$ cat src/design/mspid_pkg.sv
// Shared types and constants for the motor speed PID with reversal guard.
`default_nettype none

package mspid_pkg;

  localparam int unsigned CfgIdxW = 3;
  localparam int unsigned CfgW    = 16;

  // A request above this limit against the current direction brakes.
  localparam logic [7:0] ReversalLimit = 8'd2;

  typedef enum logic [CfgIdxW-1:0] {
    CfgPropGain  = 3'd0,
    CfgIntegGain = 3'd1,
    CfgDerivGain = 3'd2,
    CfgIntegUp   = 3'd3,
    CfgIntegLow  = 3'd4
  } cfg_idx_e;

  typedef struct packed {
    logic [7:0] speed_fwd_req;
    logic [7:0] speed_back_req;
    logic       brake_req;
    logic [7:0] measured_speed;
  } in_item_t;

  typedef struct packed {
    logic signed [15:0] drive_value;
    logic               drive_dir;
    logic               braked;
  } out_item_t;

  typedef struct packed {
    logic signed [15:0] prop_gain;
    logic signed [15:0] integ_gain;
    logic signed [15:0] deriv_gain;
    logic signed [15:0] integ_upper;
    logic signed [15:0] integ_lower;
  } cfg_t;

  // Classified tick handed from the front to the back.
  typedef struct packed {
    logic              braked;
    logic              dir;
    logic signed [8:0] err;
    logic signed [8:0] dmeas;
  } tick_t;

endpackage

`default_nettype wire

$ cat src/design/mspid_front.sv
// Front: brake and reversal classification, direction and last-speed state.
`default_nettype none

module mspid_front (
  input  wire                 clk_i,
  input  wire                 rst_ni,
  input  wire                 in_valid_i,
  input  mspid_pkg::in_item_t in_data_i,
  input  wire                 q_full_i,
  output logic                in_stall_o,
  output logic                push_o,
  output mspid_pkg::tick_t    tick_o
);
  import mspid_pkg::*;

  logic       dir_q, dir_d;
  logic [7:0] last_q, last_d;
  logic       brake;
  logic       new_dir;
  logic [7:0] req;

  assign in_stall_o = q_full_i;
  assign push_o     = in_valid_i && !q_full_i;

  always_comb begin
    brake = in_data_i.brake_req
         || (in_data_i.speed_fwd_req > ReversalLimit && !dir_q)
         || (in_data_i.speed_back_req > ReversalLimit && dir_q);
    new_dir = (in_data_i.speed_fwd_req != 8'd0);
    req     = new_dir ? in_data_i.speed_fwd_req : in_data_i.speed_back_req;

    tick_o.braked = brake;
    tick_o.dir    = brake ? dir_q : new_dir;
    tick_o.err    = $signed({1'b0, req}) - $signed({1'b0, in_data_i.measured_speed});
    tick_o.dmeas  = $signed({1'b0, last_q}) - $signed({1'b0, in_data_i.measured_speed});

    dir_d  = dir_q;
    last_d = last_q;
    if (push_o && !brake) begin
      dir_d  = new_dir;
      last_d = in_data_i.measured_speed;
    end
  end

  always_ff @(posedge clk_i or negedge rst_ni) begin
    if (!rst_ni) begin
      dir_q  <= 1'b1;
      last_q <= 8'd0;
    end else begin
      dir_q  <= dir_d;
      last_q <= last_d;
    end
  end

endmodule

`default_nettype wire

$ cat src/design/mspid_queue.sv
// Short queue of classified ticks between the front and the back.
`default_nettype none

module mspid_queue #(
  parameter int unsigned Depth = 2
) (
  input  wire              clk_i,
  input  wire              rst_ni,
  input  wire              push_i,
  input  mspid_pkg::tick_t push_data_i,
  input  wire              pop_i,
  output logic             full_o,
  output logic             valid_o,
  output mspid_pkg::tick_t pop_data_o
);
  import mspid_pkg::*;

  localparam int unsigned PtrW = (Depth > 1) ? $clog2(Depth) : 1;
  localparam int unsigned CntW = $clog2(Depth + 1);
  localparam logic [PtrW-1:0] LastPtr = PtrW'(Depth - 1);

  tick_t           mem_q [Depth];
  logic [PtrW-1:0] wr_q, wr_d, rd_q, rd_d;
  logic [CntW-1:0] cnt_q, cnt_d;

  assign full_o     = (cnt_q == CntW'(Depth));
  assign valid_o    = (cnt_q != '0);
  assign pop_data_o = mem_q[rd_q];

  always_comb begin
    wr_d  = wr_q;
    rd_d  = rd_q;
    cnt_d = cnt_q;
    if (push_i) wr_d = (wr_q == LastPtr) ? '0 : wr_q + 1'b1;
    if (pop_i)  rd_d = (rd_q == LastPtr) ? '0 : rd_q + 1'b1;
    if (push_i && !pop_i)      cnt_d = cnt_q + 1'b1;
    else if (!push_i && pop_i) cnt_d = cnt_q - 1'b1;
  end

  always_ff @(posedge clk_i or negedge rst_ni) begin
    if (!rst_ni) begin
      wr_q  <= '0;
      rd_q  <= '0;
      cnt_q <= '0;
    end else begin
      wr_q  <= wr_d;
      rd_q  <= rd_d;
      cnt_q <= cnt_d;
    end
  end

  always_ff @(posedge clk_i) begin
    if (push_i) mem_q[wr_q] <= push_data_i;
  end

endmodule

`default_nettype wire

$ cat src/design/mspid_back.sv
// Back: integral update, gain multiplies, sum, scaling and output register.
`default_nettype none

module mspid_back (
  input  wire                  clk_i,
  input  wire                  rst_ni,
  input  mspid_pkg::cfg_t      cfg_i,
  input  wire                  q_valid_i,
  input  mspid_pkg::tick_t     q_data_i,
  output logic                 pop_o,
  output logic                 out_valid_o,
  input  wire                  out_stall_i,
  output mspid_pkg::out_item_t out_data_o
);
  import mspid_pkg::*;

  // Stage 1: clamped integral
  logic               v1_q;
  logic               brk1_q, dir1_q;
  logic signed [8:0]  err1_q, dmeas1_q;
  logic signed [15:0] acc1_q;
  logic signed [15:0] integ_q, integ_d;
  logic signed [16:0] acc_sum;
  // Stage 2: products
  logic               v2_q;
  logic               brk2_q, dir2_q;
  logic signed [24:0] pp_q, pd_q;
  logic signed [31:0] pi_q;
  // Stage 3: output register
  logic               out_valid_q;
  out_item_t          out_q;

  logic               en1, en2, en3;
  logic signed [33:0] sum;
  logic signed [25:0] scaled;
  logic signed [15:0] drive;

  assign en3   = !out_valid_q || !out_stall_i;
  assign en2   = !v2_q || en3;
  assign en1   = !v1_q || en2;
  assign pop_o = q_valid_i && en1;

  assign out_valid_o = out_valid_q;
  assign out_data_o  = out_q;

  always_comb begin
    acc_sum = {integ_q[15], integ_q} + {{8{q_data_i.err[8]}}, q_data_i.err};
    integ_d = integ_q;
    if (acc_sum > $signed({cfg_i.integ_upper[15], cfg_i.integ_upper})) begin
      integ_d = cfg_i.integ_upper;
    end else if (acc_sum < $signed({cfg_i.integ_lower[15], cfg_i.integ_lower})) begin
      integ_d = cfg_i.integ_lower;
    end else begin
      integ_d = acc_sum[15:0];
    end
  end

  always_comb begin
    sum = {{9{pp_q[24]}}, pp_q} + {{2{pi_q[31]}}, pi_q} + {{9{pd_q[24]}}, pd_q};
    // Arithmetic shift gives the floor of sum / 256.
    scaled = sum[33:8];
    if (scaled[25:15] == {11{scaled[15]}}) drive = scaled[15:0];
    else if (scaled[25])                   drive = 16'sh8000;
    else                                   drive = 16'sh7fff;
  end

  always_ff @(posedge clk_i or negedge rst_ni) begin
    if (!rst_ni) begin
      v1_q        <= 1'b0;
      v2_q        <= 1'b0;
      out_valid_q <= 1'b0;
      integ_q     <= '0;
    end else begin
      if (en1) v1_q <= pop_o;
      if (en2) v2_q <= v1_q;
      if (en3) out_valid_q <= v2_q;
      if (pop_o && !q_data_i.braked) integ_q <= integ_d;
    end
  end

  always_ff @(posedge clk_i) begin
    if (pop_o) begin
      brk1_q   <= q_data_i.braked;
      dir1_q   <= q_data_i.dir;
      err1_q   <= q_data_i.err;
      dmeas1_q <= q_data_i.dmeas;
      acc1_q   <= integ_d;
    end
    if (en2 && v1_q) begin
      brk2_q <= brk1_q;
      dir2_q <= dir1_q;
      pp_q   <= 25'(cfg_i.prop_gain) * 25'(err1_q);
      pi_q   <= 32'(cfg_i.integ_gain) * 32'(acc1_q);
      pd_q   <= 25'(cfg_i.deriv_gain) * 25'(dmeas1_q);
    end
    if (en3 && v2_q) begin
      out_q.drive_value <= brk2_q ? 16'sd0 : drive;
      out_q.drive_dir   <= dir2_q;
      out_q.braked      <= brk2_q;
    end
  end

  // A braked tick leaves the integral untouched.
  assert property (@(posedge clk_i) disable iff (!rst_ni)
    pop_o && q_data_i.braked |=> $stable(integ_q))
    else $error("integral changed on braked tick");

  // A stalled result holds and the stage behind it keeps its item.
  assert property (@(posedge clk_i) disable iff (!rst_ni)
    out_valid_q && out_stall_i && v2_q |=> out_valid_q && v2_q)
    else $error("pipeline lost an item under stall");

  // A braked result never carries drive.
  assert property (@(posedge clk_i) disable iff (!rst_ni)
    out_valid_q && out_q.braked |-> out_q.drive_value == 16'sd0)
    else $error("braked result with nonzero drive");

  // Nothing is popped into stage 1 while it is held.
  assert property (@(posedge clk_i) disable iff (!rst_ni)
    v1_q && !en2 |-> !pop_o)
    else $error("pop into held stage");

endmodule

`default_nettype wire

$ cat src/design/motor_speed_pid_with_reversal_guard.sv
// Top level: configuration registers, front, tick queue and back.
// Usage:
//   Input channel (in_valid_i / in_stall_o / in_data_i) takes one control tick
//   per transaction: forward and backward requests, brake flag, measured speed.
//   Output channel (out_valid_o / out_stall_i / out_data_o) returns exactly one
//   transaction per tick: drive value, direction and braked flag, in order.
//   From input acceptance to output valid a tick passes the queue write, the
//   integral stage, multiply stage and sum/saturate into the output register.
//   Throughput: one tick per cycle while out_stall_i is low; the integral add
//   and clamp is the only loop in the back, the three gain multiplies sit in
//   their own stage.
//   Receiver stall: the output register holds, the back pipeline fills, then
//   the queue (QueueDepth entries) fills and in_stall_o rises.
//   Configuration: cfg_we_i writes cfg_wdata_i to register cfg_idx_i
//   (0 prop, 1 integ, 2 deriv gain, 3 upper, 4 lower clamp); write only when
//   idle. Other indexes are ignored.
//   Reset: gains 256/0/0, clamps 32767/-32768, direction forward, integral and
//   last speed zero, queue and pipeline empty.
`default_nettype none

module motor_speed_pid_with_reversal_guard #(
  parameter int unsigned QueueDepth = 2
) (
  input  wire                                clk_i,
  input  wire                                rst_ni,
  input  wire                                in_valid_i,
  output logic                               in_stall_o,
  input  mspid_pkg::in_item_t                in_data_i,
  output logic                               out_valid_o,
  input  wire                                out_stall_i,
  output mspid_pkg::out_item_t               out_data_o,
  input  wire                                cfg_we_i,
  input  wire [mspid_pkg::CfgIdxW-1:0]       cfg_idx_i,
  input  wire [mspid_pkg::CfgW-1:0]          cfg_wdata_i
);
  import mspid_pkg::*;

  cfg_t  cfg_q;
  logic  q_full, q_valid, push, pop;
  tick_t push_tick, pop_tick;

  always_ff @(posedge clk_i or negedge rst_ni) begin
    if (!rst_ni) begin
      cfg_q.prop_gain   <= 16'sd256;
      cfg_q.integ_gain  <= 16'sd0;
      cfg_q.deriv_gain  <= 16'sd0;
      cfg_q.integ_upper <= 16'sh7fff;
      cfg_q.integ_lower <= 16'sh8000;
    end else if (cfg_we_i) begin
      case (cfg_idx_e'(cfg_idx_i))
        CfgPropGain:  cfg_q.prop_gain   <= cfg_wdata_i;
        CfgIntegGain: cfg_q.integ_gain  <= cfg_wdata_i;
        CfgDerivGain: cfg_q.deriv_gain  <= cfg_wdata_i;
        CfgIntegUp:   cfg_q.integ_upper <= cfg_wdata_i;
        CfgIntegLow:  cfg_q.integ_lower <= cfg_wdata_i;
        default: ;
      endcase
    end
  end

  mspid_front u_front (
    .clk_i      (clk_i),
    .rst_ni     (rst_ni),
    .in_valid_i (in_valid_i),
    .in_data_i  (in_data_i),
    .q_full_i   (q_full),
    .in_stall_o (in_stall_o),
    .push_o     (push),
    .tick_o     (push_tick)
  );

  mspid_queue #(
    .Depth (QueueDepth)
  ) u_queue (
    .clk_i       (clk_i),
    .rst_ni      (rst_ni),
    .push_i      (push),
    .push_data_i (push_tick),
    .pop_i       (pop),
    .full_o      (q_full),
    .valid_o     (q_valid),
    .pop_data_o  (pop_tick)
  );

  mspid_back u_back (
    .clk_i       (clk_i),
    .rst_ni      (rst_ni),
    .cfg_i       (cfg_q),
    .q_valid_i   (q_valid),
    .q_data_i    (pop_tick),
    .pop_o       (pop),
    .out_valid_o (out_valid_o),
    .out_stall_i (out_stall_i),
    .out_data_o  (out_data_o)
  );

endmodule

`default_nettype wire
$ cat config.mk
export PLATFORM = sky130hd
export DESIGN_NAME = motor_speed_pid_with_reversal_guard
export DESIGN_NICKNAME = d
export VERILOG_FILES = /design/src/design/mspid_pkg.sv /design/src/design/mspid_front.sv /design/src/design/mspid_queue.sv /design/src/design/mspid_back.sv /design/src/design/motor_speed_pid_with_reversal_guard.sv
export SDC_FILE = /design/constraint.sdc
export NUM_CORES = 2
export LEC_CHECK = 0
export BUFFER_PORTS_ARGS = -buffer_cell sky130_fd_sc_hd__buf_4
export CAP_MARGIN = 20
export CORE_MARGIN = 1
export CORE_UTILIZATION = 30
export DETAILED_ROUTE_END_ITERATION = 10
export GPL_TIMING_DRIVEN = 1
export PLACE_DENSITY = 0.55
export SLEW_MARGIN = 20
export SYNTH_ARGS = -nofsm -noshare
export SYNTH_HDL_FRONTEND = slang
export SYNTH_SLANG_ARGS = --single-unit
$ cat constraint.sdc
create_clock -name clk_i -period 21 [get_ports clk_i]
set_input_delay 4.2 -clock clk_i [delete_from_list [all_inputs] [get_ports clk_i]]
set_output_delay 4.2 -clock clk_i [all_outputs]
set_load 0.005 [all_outputs]
Yosys cells after proc, flatten, opt, wreduce, memory -nomap -nowiden
Memory sizes are Yosys's and may differ from the RTL's. Cells that the tools add are included.

Register bits after elaboration: 250. Output and inout bits: 20. Input port bits: 49. Logic and storage cells: 96. Bits in writable memories: 40. Memories kept: 1.

Multiply operators: 3. Equal/unequal tests: 6. Add/subtract/negate cells: 9. Multiplexer cells: 12. Magnitude comparators: 4. Reductions and logical operators: 34.

Memory list: u_queue.mem_q (words 2, bits a word 20, rd ports 1, clocked after Yosys merged registers in 0, wr ports 1, RTL line mspid_queue.sv:22) `tick_t mem_q [Depth];`.

Operators with widths (number): $mux 16 (4); $mul 16x9->25 (2); $add 34x34->34 (1); $add 25x32->33 (1); $mul 16x16->32 (1); $sub 8x8->9 (2); $add 16x9->17 (1); $gt 17x16->1 (1); $lt 17x16->1 (1); $gt 8x2->1 const B (2); $eq 10x10->1 (1); $logic_and 1x1->1 (10); $logic_not 1->1 (10); $reduce_and 2->1 (5); $mux 8 (1); $reduce_bool 8->1 (1); $eq 3x2->1 const B (2); $logic_or 1x1->1 (5); $mux 1 (5); $mux 2 (2); $reduce_bool 2->1 (2); $eq 3x1->1 const B (1); $eq 3x3->1 const B (1); $logic_not 3->1 (1); 4 further kinds (5).

Longest topological paths before layout
Word-level depth: 8. Mapped depth: 26. Depth with buffers taken out: 25.

Modules after synthesis
A second synthesis with hierarchy kept.

Cell total of the unflattened synthesis: 3224. Area, all modules: 34255.4 um2.

Modules (own cells, without submodules): mspid_back (area each 28317.2 um2, cells each 2838, sequential area each 4619.4 um2, times used 1); motor_speed_pid_with_reversal_guard (area each 3071.7 um2, cells each 173, sequential area each 2023.2 um2, times used 1); mspid_queue (area each 1709.1 um2, cells each 78, sequential area each 1301.2 um2, times used 1); mspid_front (area each 1157.4 um2, cells each 135, sequential area each 226.5 um2, times used 1).

Worst setup path before layout
No wires, ideal clock.

Path type: input to register. From: in in_data_i[20] in the netlist's numbering. To: mem u_queue.mem_q[0][16] in the netlist's numbering (data pin). Stages on the path: 12. Setup time: 262 ps. Arrival time: 6510 ps. Data required time: 20738 ps. Path buffers: 0. Slack: 14228 ps. Cells stage by stage: nor4_1 nand2_1 nor3_1 a21o_1 ha_1 a21o_1 a21o_1 a21oi_1 o21bai_1 a21o_1 a21oi_1 xnor2_1.

RTL lines: start, declared (RTL line motor_speed_pid_with_reversal_guard.sv:28) `input mspid_pkg::in_item_t in_data_i,`; end, declared (RTL line mspid_queue.sv:22).

Worst setup path after layout
From: reg u_back.acc1_q[6]. To: reg u_back.pi_q[31] (data pin).

Cells in the longest elaborated chain, start to end: 1.

RTL lines: start, declared (RTL line mspid_back.sv:21) `logic signed [15:0] acc1_q;`; start signal, assigned (RTL line mspid_back.sv:87) `acc1_q <= integ_d;`; $mul 16x16->32 (RTL line mspid_back.sv:93) `pi_q <= 32'(cfg_i.integ_gain) * 32'(acc1_q);`; end signal, assigned (RTL line mspid_back.sv:93); end, declared (RTL line mspid_back.sv:28) `logic signed [31:0] pi_q;`.

No other way between the ends. A chain may end at the register's enable or synchronous reset.

==> results.json <==
{
  "ys_types": 76,
  "yosys_warnings": 0,
  "final.setup.worst_slack_ns": 13.78,
  "cts_setup_buffers": 0,
  "yosys.area.top_type": "fa_1",
  "synthMostInstantiatedCell": "inv_1",
  "areaGrowthSynthToFinish_pct": 10.09,
  "overflow": 0,
  "tightest_slew_ns": 1.129,
  "place_ws_ns": 13.74,
  "drv_cap": 0,
  "htreeDepth": 2,
  "multi_input_area_mm2": 0.02404,
  "io_pins": 69,
  "antenna_found_initial": 12,
  "avgSynthCellArea_um2": 10.22,
  "viasPerCell": 4.636,
  "dp_hpwl_mm": 68.35,
  "skew_ns": 0.02549,
  "rr_startpoint": "u_back.acc1_q[6]",
  "drtIter0Drc": 1236,
  "synth_seq_area_share_pct": 23.39,
  "hold_path_class": "reg -> reg",
  "post_cts_resized": 0,
  "port_buffers": 68,
  "endpoint_kind": "flip-flop",
  "crit_fanout": 16,
  "drive_gt1_share_pct": 8.614,
  "synthArstFlopShare_pct": 38.62,
  "clkSlewWorstSetupHoldPaths_ns": 0.06,
  "design.die.area_mm2": 0.1178,
  "antenna_cells": 0,
  "synth.net_count": 4287,
  "gp_congestion": 0.8506,
  "fmax_mhz": 138.4,
  "ctsRootBufferMaster": "clkbuf_16",
  "synth_edf_count": 178,
  "drtAntennaViolNets": 0,
  "relSlewSlack_pct": 24.54,
  "synth_seq_cells": 290,
  "synth_cells": 3418,
  "die_w_um": 343.2,
  "synthTopCellsByArea": "fa_1 (29%), edfxtp_1 (15%), ha_1 (11%), inv_1 (6.8%), dfrtp_1 (6.7%)",
  "arrival_ns": 7.54,
  "synth-main-ff-cell": "edfxtp_1",
  "cp-startpoint": "u_back.acc1_q[6]",
  "regArea_mm2": 0.008170,
  "drc_errors": 0,
  "grt_pass1_wl_mm": 135.5,
  "core_area_mm2": 0.1150,
  "firstDrtPassIters": 5,
  "finalWirelength_mm": 83.64,
  "tns_ns": 0,
  "period_minus_slack_ns": 7.223,
  "fin_nets": 4312,
  "grt_max_degree": 75,
  "yosysTopAreaCellShare_pct": 28.88,
  "rows": 124,
  "globalRouteTotalUtil_pct": 14.76,
  "setup_viol": 0,
  "nFillCells": 11720,
  "hp-start": "u_back.dir2_q",
  "vias": 23100,
  "grt_pass1_vias": 24310,
  "cts_tree": "built",
  "worst-setup-path-type": "reg -> reg",
  "clk_latency_ns": 0.60,
  "synthTopCellsByCount": "inv_1 (630), fa_1 (504), nand2_1 (349)",
  "fin_crit_sh_pct": 34.40,
  "wl_per_cell_um": 16.78,
  "finalHoldViolCount": 0,
  "synth_area_mm2": 0.03493,
  "die_y_um": 343.2,
  "cts_hold_buf": 0,
  "clock-sinks": 290,
  "cp-start-kind": "flip-flop",
  "start_util_pct": 30.39,
  "rsz0062_at_grt": "no",
  "outcome": "finished, final reports clean",
  "drv_slew": 0,
  "cts_buffers": 38,
  "critPathRequiredTime_ns": 21.32,
  "clock_path_buffers": 3
}
[cells in the final DEF, fill, tap and decap left out, drive strengths merged, types with 48 or more instances in the layout]
| cell | n |
|---|---|
| a21o | 84 |
| a21oi | 114 |
| and2 | 232 |
| buf | 85 |
| clkbuf | 48 |
| dfrtp | 94 |
| edfxtp | 178 |
| fa | 504 |
| ha | 316 |
| inv | 634 |
| mux2 | 110 |
| nand2 | 349 |
| nand2b | 52 |
| nor2 | 89 |
| o21ai | 67 |
| xnor2 | 119 |
[state kept, by name, summed over array words and instances (netlist names), 2 cells and up]
| name | count |
|---|---|
| u_back.pi_q | 32 |
| u_queue.cnt_q | 2 |
| u_back.out_data_o | 18 |
| u_back.dmeas1_q | 9 |
| u_back.pd_q | 25 |
| u_front.last_q | 8 |
| u_back.pp_q | 25 |
| cfg_q | 80 |
| u_back.integ_q | 16 |
| u_back.acc1_q | 16 |
| u_queue.mem_q | 40 |
| u_back.err1_q | 9 |
[metal layers]
metal	global-route usage, %	routed length, um
met1	20.84	39990
met3	2.382	4268
met5	0	0
met2	23.85	37940
met4	2.907	1432
[through the flow]
| step | util (%) | instance area, um^2 | cells | hold WS (ns) |
|---|---|---|---|---|
| after global routing | 33.45 | 38460 | 4983 | 0.4214 |
| after CTS | 33.45 | 38460 | 4983 | 0.4195 |
| after floorplan | - | 34930 | 3418 | 0.4003 |
| after global placement | 32.28 | 37110 | 4915 | 0.4027 |
| final | 33.45 | 38460 | 4983 | 0.4171 |
| after detailed placement | 32.28 | 37110 | 4915 | 0.4045 |
[logic make-up (layout without fill, tap and decap cells)]
group / after synthesis / count (layout) / synth area share (%)
and+or+nand+nor: 865 / 865 / 12.23
adders and majority gates: 820 / 820 / 40.20
buffers and inverters: 730 / 783 / 7.883
AOI/OAI and AO/OA: 405 / 405 / 7.668
DFF: 290 / 290 / 23.39
xor gates and xnor gates: 163 / 163 / 4.087
muxes: 145 / 145 / 4.549
[path summary, 6_finish.rpt]
kind,to,slack [ns],depth (start not counted)
worst max-delay path,u_back.pi_q[31],13.78,23
worst min-delay path,u_back.out_data_o[1],0.42,0
worst max register to register,u_back.pi_q[31],13.78,23
worst min register to register,u_back.out_data_o[1],0.42,0
max in group asynchronous,cfg_q[64],15.96,2
min in group asynchronous,cfg_q[63],3.65,1
[cell type report]
type | count | area share, %
clock buffer | 48 | 2.788
multi-input combinational | 2398 | 62.51
timing repair buffer | 85 | 1.659
tap | 1512 | 4.919
sequential | 290 | 21.24
clock inverter | 20 | 0.7352
inverter | 630 | 6.149
[critical path, cell delays in order (launching register included)]
cell and delay (ns):
edfxtp_1 0.62, and2_1 0.26, fa_1 0.53, inv_1 0.06
fa_1 0.52, fa_1 0.52, inv_1 0.06, fa_1 0.46
fa_1 0.55, inv_1 0.06, fa_1 0.53, inv_1 0.04
ha_1 0.38, a21o_1 0.21, a31o_2 0.21, a221oi_1 0.49
o31ai_1 0.25, o211ai_1 0.35, a311oi_1 0.16, o21a_1 0.20
o21ai_0 0.15, nand2b_1 0.07, a21oi_1 0.18, xnor2_1 0.08
Power is left out: the tool's default activity adds up to more than one toggle a clock period on the data nets, which glitch-free logic cannot reach.
